[config.mk]
export PLATFORM = sky130hd
export DESIGN_NAME = cascaded_svf_lowpass_top
export DESIGN_NICKNAME = d
export VERILOG_FILES = /design/src/rtl/csvf_pkg.sv /design/src/rtl/csvf_mul.sv /design/src/rtl/cascaded_svf_lowpass_top.sv
export SDC_FILE = /design/constraint.sdc
export NUM_CORES = 1
export LEC_CHECK = 0
export ABC_AREA = 1
export BUFFER_PORTS_ARGS = -buffer_cell sky130_fd_sc_hd__buf_2
export CORE_MARGIN = 1.5
export CORE_UTILIZATION = 40
export DETAILED_ROUTE_END_ITERATION = 10
export RECOVER_POWER = 25
export SYNTH_ARGS = -nofsm -noshare
export SYNTH_HDL_FRONTEND = slang
export SYNTH_SLANG_ARGS = --single-unit
[constraint.sdc]
create_clock -name i_clk -period 4.8 [get_ports i_clk]
set_input_delay 0.48 -clock i_clk [delete_from_list [all_inputs] [get_ports i_clk]]
set_output_delay 0.48 -clock i_clk [all_outputs]
set_load 0.02 [all_outputs]
[src/rtl/csvf_pkg.sv]
`timescale 1ns / 1ps
package csvf_pkg;

    // operand and coefficient sizes of the shared multiplier
    localparam int OPD_W   = 26;
    localparam int COEF_W  = 20;
    localparam int DIGIT_W = 4;
    localparam int N_DIGITS = (COEF_W + DIGIT_W - 1) / DIGIT_W;
    localparam int CNT_W   = $clog2(N_DIGITS);
    localparam int PROD_W  = OPD_W + COEF_W;
    localparam int FRAC_W  = 16;
    localparam int RES_W   = PROD_W - FRAC_W;
    localparam int STATE_W = 24;
    localparam int SMP_W   = 16;

    localparam logic [16:0] COEF_ONE = 17'd65536;

    typedef enum logic [1:0] {
        CFG_G = 2'd0,
        CFG_K = 2'd1,
        CFG_D = 2'd2
    } t_cfg_idx;

    typedef enum logic [1:0] {
        ST_IDLE,
        ST_ISSUE,
        ST_WAIT,
        ST_FINISH
    } t_state;

    // one product per step, in the order the recurrence needs them
    typedef enum logic [2:0] {
        STEP_K_A1   = 3'd0,
        STEP_D_ACC1 = 3'd1,
        STEP_G_HP   = 3'd2,
        STEP_G_BP   = 3'd3,
        STEP_K_LP   = 3'd4,
        STEP_D_ACC2 = 3'd5,
        STEP_G_HP2  = 3'd6,
        STEP_G_BP2  = 3'd7
    } t_step;

    typedef struct packed {
        logic                     start;
        logic signed [OPD_W-1:0]  opd;
        logic [COEF_W-1:0]        coef;
    } t_mul_req;

    typedef struct packed {
        logic                     done;
        logic signed [RES_W-1:0]  prod;
    } t_mul_rsp;

    function automatic logic [16:0] clamp_one(input logic [16:0] v);
        return (v > COEF_ONE) ? COEF_ONE : v;
    endfunction

    function automatic logic signed [STATE_W-1:0] sat24(input logic signed [31:0] v);
        if (v > 32'sd8388607) begin
            return 24'sh7FFFFF;
        end else if (v < -32'sd8388608) begin
            return 24'sh800000;
        end
        return v[STATE_W-1:0];
    endfunction

    // Q4.20 -> Q1.15, round half up, saturate
    function automatic logic signed [SMP_W-1:0] to_q15(input logic signed [STATE_W-1:0] y);
        logic signed [STATE_W:0] s;
        s = 25'(y) + 25'sd16;
        s = s >>> 5;
        if (s > 25'sd32767) begin
            return 16'sh7FFF;
        end else if (s < -25'sd32768) begin
            return 16'sh8000;
        end
        return s[SMP_W-1:0];
    endfunction

endpackage

[src/rtl/csvf_mul.sv]
`timescale 1ns / 1ps
module csvf_mul
    import csvf_pkg::*;
(
    input  logic     i_clk,
    input  logic     i_rst_n,
    input  t_mul_req i_req,
    output t_mul_rsp o_rsp
);

    logic                     r_busy;
    logic                     r_done;
    logic [CNT_W-1:0]         r_cnt;
    logic [COEF_W-1:0]        r_coef;
    logic signed [OPD_W-1:0]  r_a;
    logic signed [PROD_W-1:0] r_p;

    logic signed [DIGIT_W:0]         digit;
    logic signed [OPD_W+DIGIT_W:0]   part;
    logic signed [PROD_W-1:0]        rnd;

    // coefficient digits enter msb first, horner style
    assign digit = $signed({1'b0, r_coef[COEF_W-1 -: DIGIT_W]});
    assign part  = r_a * digit;
    assign rnd   = r_p + PROD_W'(32768);

    always_ff @(posedge i_clk) begin
        if (!i_rst_n) begin
            r_busy <= 1'b0;
            r_done <= 1'b0;
            r_cnt  <= '0;
        end else begin
            r_done <= 1'b0;
            if (i_req.start) begin
                r_busy <= 1'b1;
                r_cnt  <= '0;
            end else if (r_busy) begin
                r_cnt <= CNT_W'(r_cnt + 1'b1);
                if (r_cnt == CNT_W'(N_DIGITS - 1)) begin
                    r_busy <= 1'b0;
                    r_done <= 1'b1;
                end
            end
        end
    end

    always_ff @(posedge i_clk) begin
        if (i_req.start) begin
            r_a    <= i_req.opd;
            r_coef <= i_req.coef;
            r_p    <= '0;
        end else if (r_busy) begin
            r_p    <= (r_p <<< DIGIT_W) + PROD_W'(part);
            r_coef <= r_coef << DIGIT_W;
        end
    end

    // floor of (p + half) / 2^16
    assign o_rsp.done = r_done;
    assign o_rsp.prod = rnd[PROD_W-1:FRAC_W];

endmodule

[src/rtl/cascaded_svf_lowpass_top.sv]
`timescale 1ns / 1ps
// Two cascaded state-variable low-pass stages on Q1.15 samples, state kept in Q4.20.
// Software writes g (index 0, Q4.16), k (index 1, Q1.16) and d = 1/(1+g) (index 2,
// Q1.16) while no word is in flight; k and d come from the low 17 bits of the word,
// and values above 1.0 there are taken as 1.0. All eight coefficient products of a
// sample go through one shared multiplier that takes the coefficient 4 bits per
// cycle. A new sample is accepted only once the last product of the previous one is
// written back and its result moved into the output register, where a finished word
// waits while the next sample is accepted.
module cascaded_svf_lowpass_top
    import csvf_pkg::*;
(
    input  logic                    i_clk,
    input  logic                    i_rst_n,
    input  logic                    i_in_valid,
    output logic                    o_in_ready,
    input  logic signed [SMP_W-1:0] i_sample_in,
    output logic                    o_out_valid,
    input  logic                    i_out_ready,
    output logic signed [SMP_W-1:0] o_sample_out,
    input  logic                    i_cfg_we,
    input  logic [1:0]              i_cfg_idx,
    input  logic [COEF_W-1:0]       i_cfg_data
);

    t_state r_state, n_state;
    t_step  r_step;

    logic [COEF_W-1:0] r_g;
    logic [16:0]       r_k;
    logic [16:0]       r_d;

    logic signed [STATE_W-1:0] r_a1, r_a3, r_a4;
    logic signed [SMP_W-1:0]   r_x;
    logic signed [OPD_W-1:0]   r_acc;
    logic signed [STATE_W-1:0] r_hp, r_bp, r_lp, r_bp2, r_y;
    logic                      r_out_valid;
    logic signed [SMP_W-1:0]   r_out;

    logic     mul_start, wb_en, out_load, in_ready;
    t_mul_req mul_req;
    t_mul_rsp mul_rsp;

    logic signed [31:0] m32, x32;

    csvf_mul u_mul (
        .i_clk   (i_clk),
        .i_rst_n (i_rst_n),
        .i_req   (mul_req),
        .o_rsp   (mul_rsp)
    );

    // configuration
    always_ff @(posedge i_clk) begin
        if (!i_rst_n) begin
            r_g <= COEF_W'(65536);
            r_k <= 17'd32768;
            r_d <= 17'd32768;
        end else if (i_cfg_we) begin
            unique case (i_cfg_idx)
                CFG_G:   r_g <= i_cfg_data;
                CFG_K:   r_k <= clamp_one(i_cfg_data[16:0]);
                CFG_D:   r_d <= clamp_one(i_cfg_data[16:0]);
                default: ;
            endcase
        end
    end

    // next state
    always_comb begin
        n_state = r_state;
        unique case (r_state)
            ST_IDLE:   if (i_in_valid) n_state = ST_ISSUE;
            ST_ISSUE:  n_state = ST_WAIT;
            ST_WAIT: begin
                if (mul_rsp.done) begin
                    n_state = (r_step == STEP_G_BP2) ? ST_FINISH : ST_ISSUE;
                end
            end
            ST_FINISH: if (!r_out_valid || i_out_ready) n_state = ST_IDLE;
            default:   n_state = ST_IDLE;
        endcase
    end

    // state outputs
    always_comb begin
        in_ready  = 1'b0;
        mul_start = 1'b0;
        wb_en     = 1'b0;
        out_load  = 1'b0;
        unique case (r_state)
            ST_IDLE:   in_ready  = 1'b1;
            ST_ISSUE:  mul_start = 1'b1;
            ST_WAIT:   wb_en     = mul_rsp.done;
            ST_FINISH: out_load  = !r_out_valid || i_out_ready;
            default:   ;
        endcase
    end

    // operand and coefficient for the current product
    always_comb begin
        mul_req.start = mul_start;
        mul_req.opd   = OPD_W'(r_a1);
        mul_req.coef  = COEF_W'(r_k);
        unique case (r_step)
            STEP_K_A1: begin
                mul_req.opd  = OPD_W'(r_a1);
                mul_req.coef = COEF_W'(r_k);
            end
            STEP_D_ACC1, STEP_D_ACC2: begin
                mul_req.opd  = r_acc;
                mul_req.coef = COEF_W'(r_d);
            end
            STEP_G_HP, STEP_G_HP2: begin
                mul_req.opd  = OPD_W'(r_hp);
                mul_req.coef = r_g;
            end
            STEP_G_BP: begin
                mul_req.opd  = OPD_W'(r_bp);
                mul_req.coef = r_g;
            end
            STEP_K_LP: begin
                mul_req.opd  = OPD_W'(r_lp);
                mul_req.coef = COEF_W'(r_k);
            end
            STEP_G_BP2: begin
                mul_req.opd  = OPD_W'(r_bp2);
                mul_req.coef = r_g;
            end
            default: ;
        endcase
    end

    assign m32 = 32'(mul_rsp.prod);
    assign x32 = 32'(r_x) <<< 5;

    always_ff @(posedge i_clk) begin
        if (!i_rst_n) begin
            r_state     <= ST_IDLE;
            r_step      <= STEP_K_A1;
            r_a1        <= '0;
            r_a3        <= '0;
            r_a4        <= '0;
            r_out_valid <= 1'b0;
        end else begin
            r_state <= n_state;
            if (in_ready && i_in_valid) begin
                r_step <= STEP_K_A1;
            end else if (wb_en && r_step != STEP_G_BP2) begin
                r_step <= t_step'(3'(r_step + 3'd1));
            end
            // states move only once the whole sample is done
            if (wb_en && r_step == STEP_G_BP2) begin
                r_a1 <= r_bp;
                r_a3 <= r_bp2;
                r_a4 <= r_hp;
            end
            if (out_load) begin
                r_out_valid <= 1'b1;
            end else if (i_out_ready) begin
                r_out_valid <= 1'b0;
            end
        end
    end

    always_ff @(posedge i_clk) begin
        if (in_ready && i_in_valid) begin
            r_x <= i_sample_in;
        end
        if (wb_en) begin
            unique case (r_step)
                STEP_K_A1:   r_acc <= OPD_W'(x32 - m32 - 32'(r_a3));
                STEP_D_ACC1: r_hp  <= sat24(m32);
                STEP_G_HP:   r_bp  <= sat24(m32 + 32'(r_a1));
                STEP_G_BP:   r_lp  <= sat24(m32 + 32'(r_a3));
                STEP_K_LP:   r_acc <= OPD_W'(32'(r_lp) - m32 - 32'(r_a4));
                STEP_D_ACC2: r_hp  <= sat24(m32);
                STEP_G_HP2:  r_bp2 <= sat24(m32 + 32'(r_lp));
                STEP_G_BP2:  r_y   <= sat24(m32 + 32'(r_a4));
                default:     ;
            endcase
        end
        if (out_load) begin
            r_out <= to_q15(r_y);
        end
    end

    assign o_in_ready   = in_ready;
    assign o_out_valid  = r_out_valid;
    assign o_sample_out = r_out;

endmodule

==> results.md <==
* Outcome: finished with violations
* Failing checks: max-capacitance violations, max-slew violations
* DRT iter0 DRCs at 3672
* Hold Path Class: input pin to flop
* Crit path largest cell delay at 0.54 ns
* Req. time, crit path at 5.30 ns
* Synth-to-layout area growth at 11.80%
* Slowest cell on the critical path: fa_1
* CTS H-tree lvls at 2
* Average wire per standard cell at 20.45 microns
* Worst Setup End Kind: flop
* Routability cong. at 1.073
* Post-synth cell types at 50
* Top FF cell, synth: edfxtp_1
* Crit-path cells: buf_4, nand2_1, inv_1, fa_1, fa_1, fa_1, ha_1, a21oi_1, o21ai_0, a21boi_0, nand3_1, a21o_1, nand2_1, nand2_1, o21ai_0, inv_1
* Post-route cell area at 42130 sq um
* Count leader, synth: nand2_1
* TritonCTS clock tree: built
* Post-synthesis cell area at 37690 sq um
* Leakage at 0.02132 uW
* Number of synthesized flops with an enable pin at 220
* Die Footprint at 96070 sq um
* Synth Warn # at 0
* Final hold viol count at 0
* Share of cells above drive strength 1 at 0.05696
* Top Family by Delay on Critical Path: adder cells
* Total GRT Usage at 0.2923
* Final Cycle Share at 0.9628
* Root buffer cell: clkbuf_16
* Register area share after synthesis at 0.2725
* FMAX at 216.4 MHz
* CTS Sinks at 403
* Hold WS at 0.03557 ns
* Initial DRT Pass Iterations at 6
* Clk_lat worst skew at 0.63 ns
* Max Slew Vio Count at 168
* Number of buffers created by CTS at 52
* Post-synth top area cell: edfxtp_1
* Worst slack, placed at -0.03939 ns
* Worst slew margin at -0.3274
* Period minus WS final at 4.621 ns
* Initial antenna violation count at 1
* Final core occ at 0.4514
* Worst Path Max Fanout at 12
* Worst-case clock buffer depth at 3
* Initial core utilization at 0.4038
* Async SR Flop Fraction at 0
* Via density at 5.223
* GRT overflow at 0
* Clock transition at path regs at 0.06 ns
* Placed Instance Area at 40030 sq um
* Pin count of the biggest net entering global routing at 53
* Synth cell count leaders: nand2_1, inv_1, nor2_1
* Core area at 93330 sq um
* Peak VDD IR at 0.3274 mV
* Drt drc at 0
* Nets at 6131
* Die width at 310.0 microns
* Die H at 310.0 microns
* I/O pin count at 61
* FP Rows at 112
* Post-synth top area share at 0.1753
* Kind of critical path: flop to flop
* Antenna viol nets, final at 0
* FF+latch count, synth at 403
* PD cells at 652.7 nW/um^2
* Final wirelength at 140.9 mm
* Vias in the first global route at 34130
* Mean post-synth cell area at 6.902 sq um
* DPL Wire Length at 112.4 mm
* Main area contributors after synthesis: edfxtp_1, nand2_1, ha_1
* Number of max-cap violations at 6
* Final setup viols at 0
* Worst Path Buf+Inv at 3
* Post-route setup slack at 0.1787 ns
* Via count at 35990
* Cell count after synthesis at 5460
* Mapped Nets at 5999
* Slew @ Worst Pin at 1.991 ns
* Fill cell count at 9758
* Worst Skew at 0.01599 ns
* Critical Path AT at 5.12 ns
* Final Power at 27500 uW
* PortBufs at 60
* Worst setup SP type: flop
* First-pass GRT wire length at 210.2 mm
[timing repair]
item | in CTS | in global routing
hold buffers | 9 | 0
endpoints found under the setup margin | 1 | 101
setup buffers | 0 | 11
resized for setup | 1 | 41
pin swaps | 0 | 4
hold endpoints to repair | 9 | 0
[stage by stage]
stage,instances,setup TNS [ns]
floorplan,5460,0
global placement,6772,-0.001327
detailed placement,6772,-0.03939
CTS,6879,0
global route,6890,-0.007479
finish,6891,0
[routing by layer]
metal / global-route usage / wire length (microns) / up-vias
li1: - / - / 17480
met4: 0.1727 / 9580 / 0
met1: 0.3928 / 60150 / 16750
met3: 0.04427 / 11160 / 312
met2: 0.4450 / 60000 / 1455
met5: 0 / 0 / -
[cells in the final DEF, fill, tap and decap left out, drive strengths merged, types with 15 or more instances in the layout]
cell	synthesis	layout
o21bai	21	21
inv	974	976
a21oi	339	339
nand2	1663	1663
o21ai	278	278
o211ai	15	15
nand3	209	209
nand4	33	33
a221oi	24	24
a211oi	25	25
nor2	530	530
xor2	105	105
clkbuf	95	98
fa	159	159
edfxtp	220	220
buf	22	156
nor3	59	59
a31oi	23	23
dfxtp	183	183
xnor2	41	41
ha	337	337
[final cells by class]
cell class / count / area (sq um) / area share
tap: 1254 / 1569 / 0.03724
inverter: 974 / 3669 / 0.08707
antenna: 1 / 2.502 / 0.00005939
sequential: 403 / 10270 / 0.2439
multi-input combinational: 3966 / 23400 / 0.5555
clock buffer: 68 / 1475 / 0.03501
clock inverter: 30 / 372.9 / 0.008850
timing repair buffer: 195 / 1366 / 0.03243
[worst paths after layout]
kind / slack [ns] / depth (start not counted) / endpoint / startpoint
hold reg to reg: 0.47 / 2 / r_d[16] / r_d[16]
hold / removal: 0.04 / 1 / r_x[4] / i_sample_in[4]
setup reg to reg: 0.18 / 16 / u_mul.r_p[32] / u_mul.r_coef[17]
setup / recovery: 0.18 / 16 / u_mul.r_p[32] / u_mul.r_coef[17]
[cells by family (layout without fill, tap and decap cells)]
logic type / after synthesis / count (layout) / synth area share
AND/OR/NAND/NOR: 2539 / 2539 / 0.2698
buffers and inverters: 1091 / 1267 / 0.1108
AO/OA/AOI/OAI: 784 / 784 / 0.1163
adder cells (fa/ha/maj): 496 / 496 / 0.1963
flip-flops: 403 / 403 / 0.2725
XOR/XNOR: 146 / 146 / 0.03393
multiplexers: 1 / 1 / 0.0002656
other: 0 / 1 / 0
[sequential cells by signal, indices dropped and copies added (netlist names), 2 cells and up]
register,cells
r_bp,24
r_x,16
r_state,2
u_mul.r_coef,20
r_step,3
r_a3,24
r_a4,24
r_acc,26
r_lp,24
r_d,17
r_hp,24
u_mul.r_a,26
r_g,20
u_mul.r_p,46
r_a1,24
u_mul.r_cnt,3
r_bp2,24
r_k,17
o_sample_out,16
r_y,20
[power by group]
part | total (uW) | switching (uW) | leakage [uW] | internal (uW)
logic | 18600 | 12600 | 0.0169 | 6000
registers | 4590 | 299 | 0.00350 | 4290
clock network | 4290 | 1730 | 0.000892 | 2560
total | 27500 | 14700 | 0.0213 | 12800
Note: power is estimated with default switching activity, not from simulation.
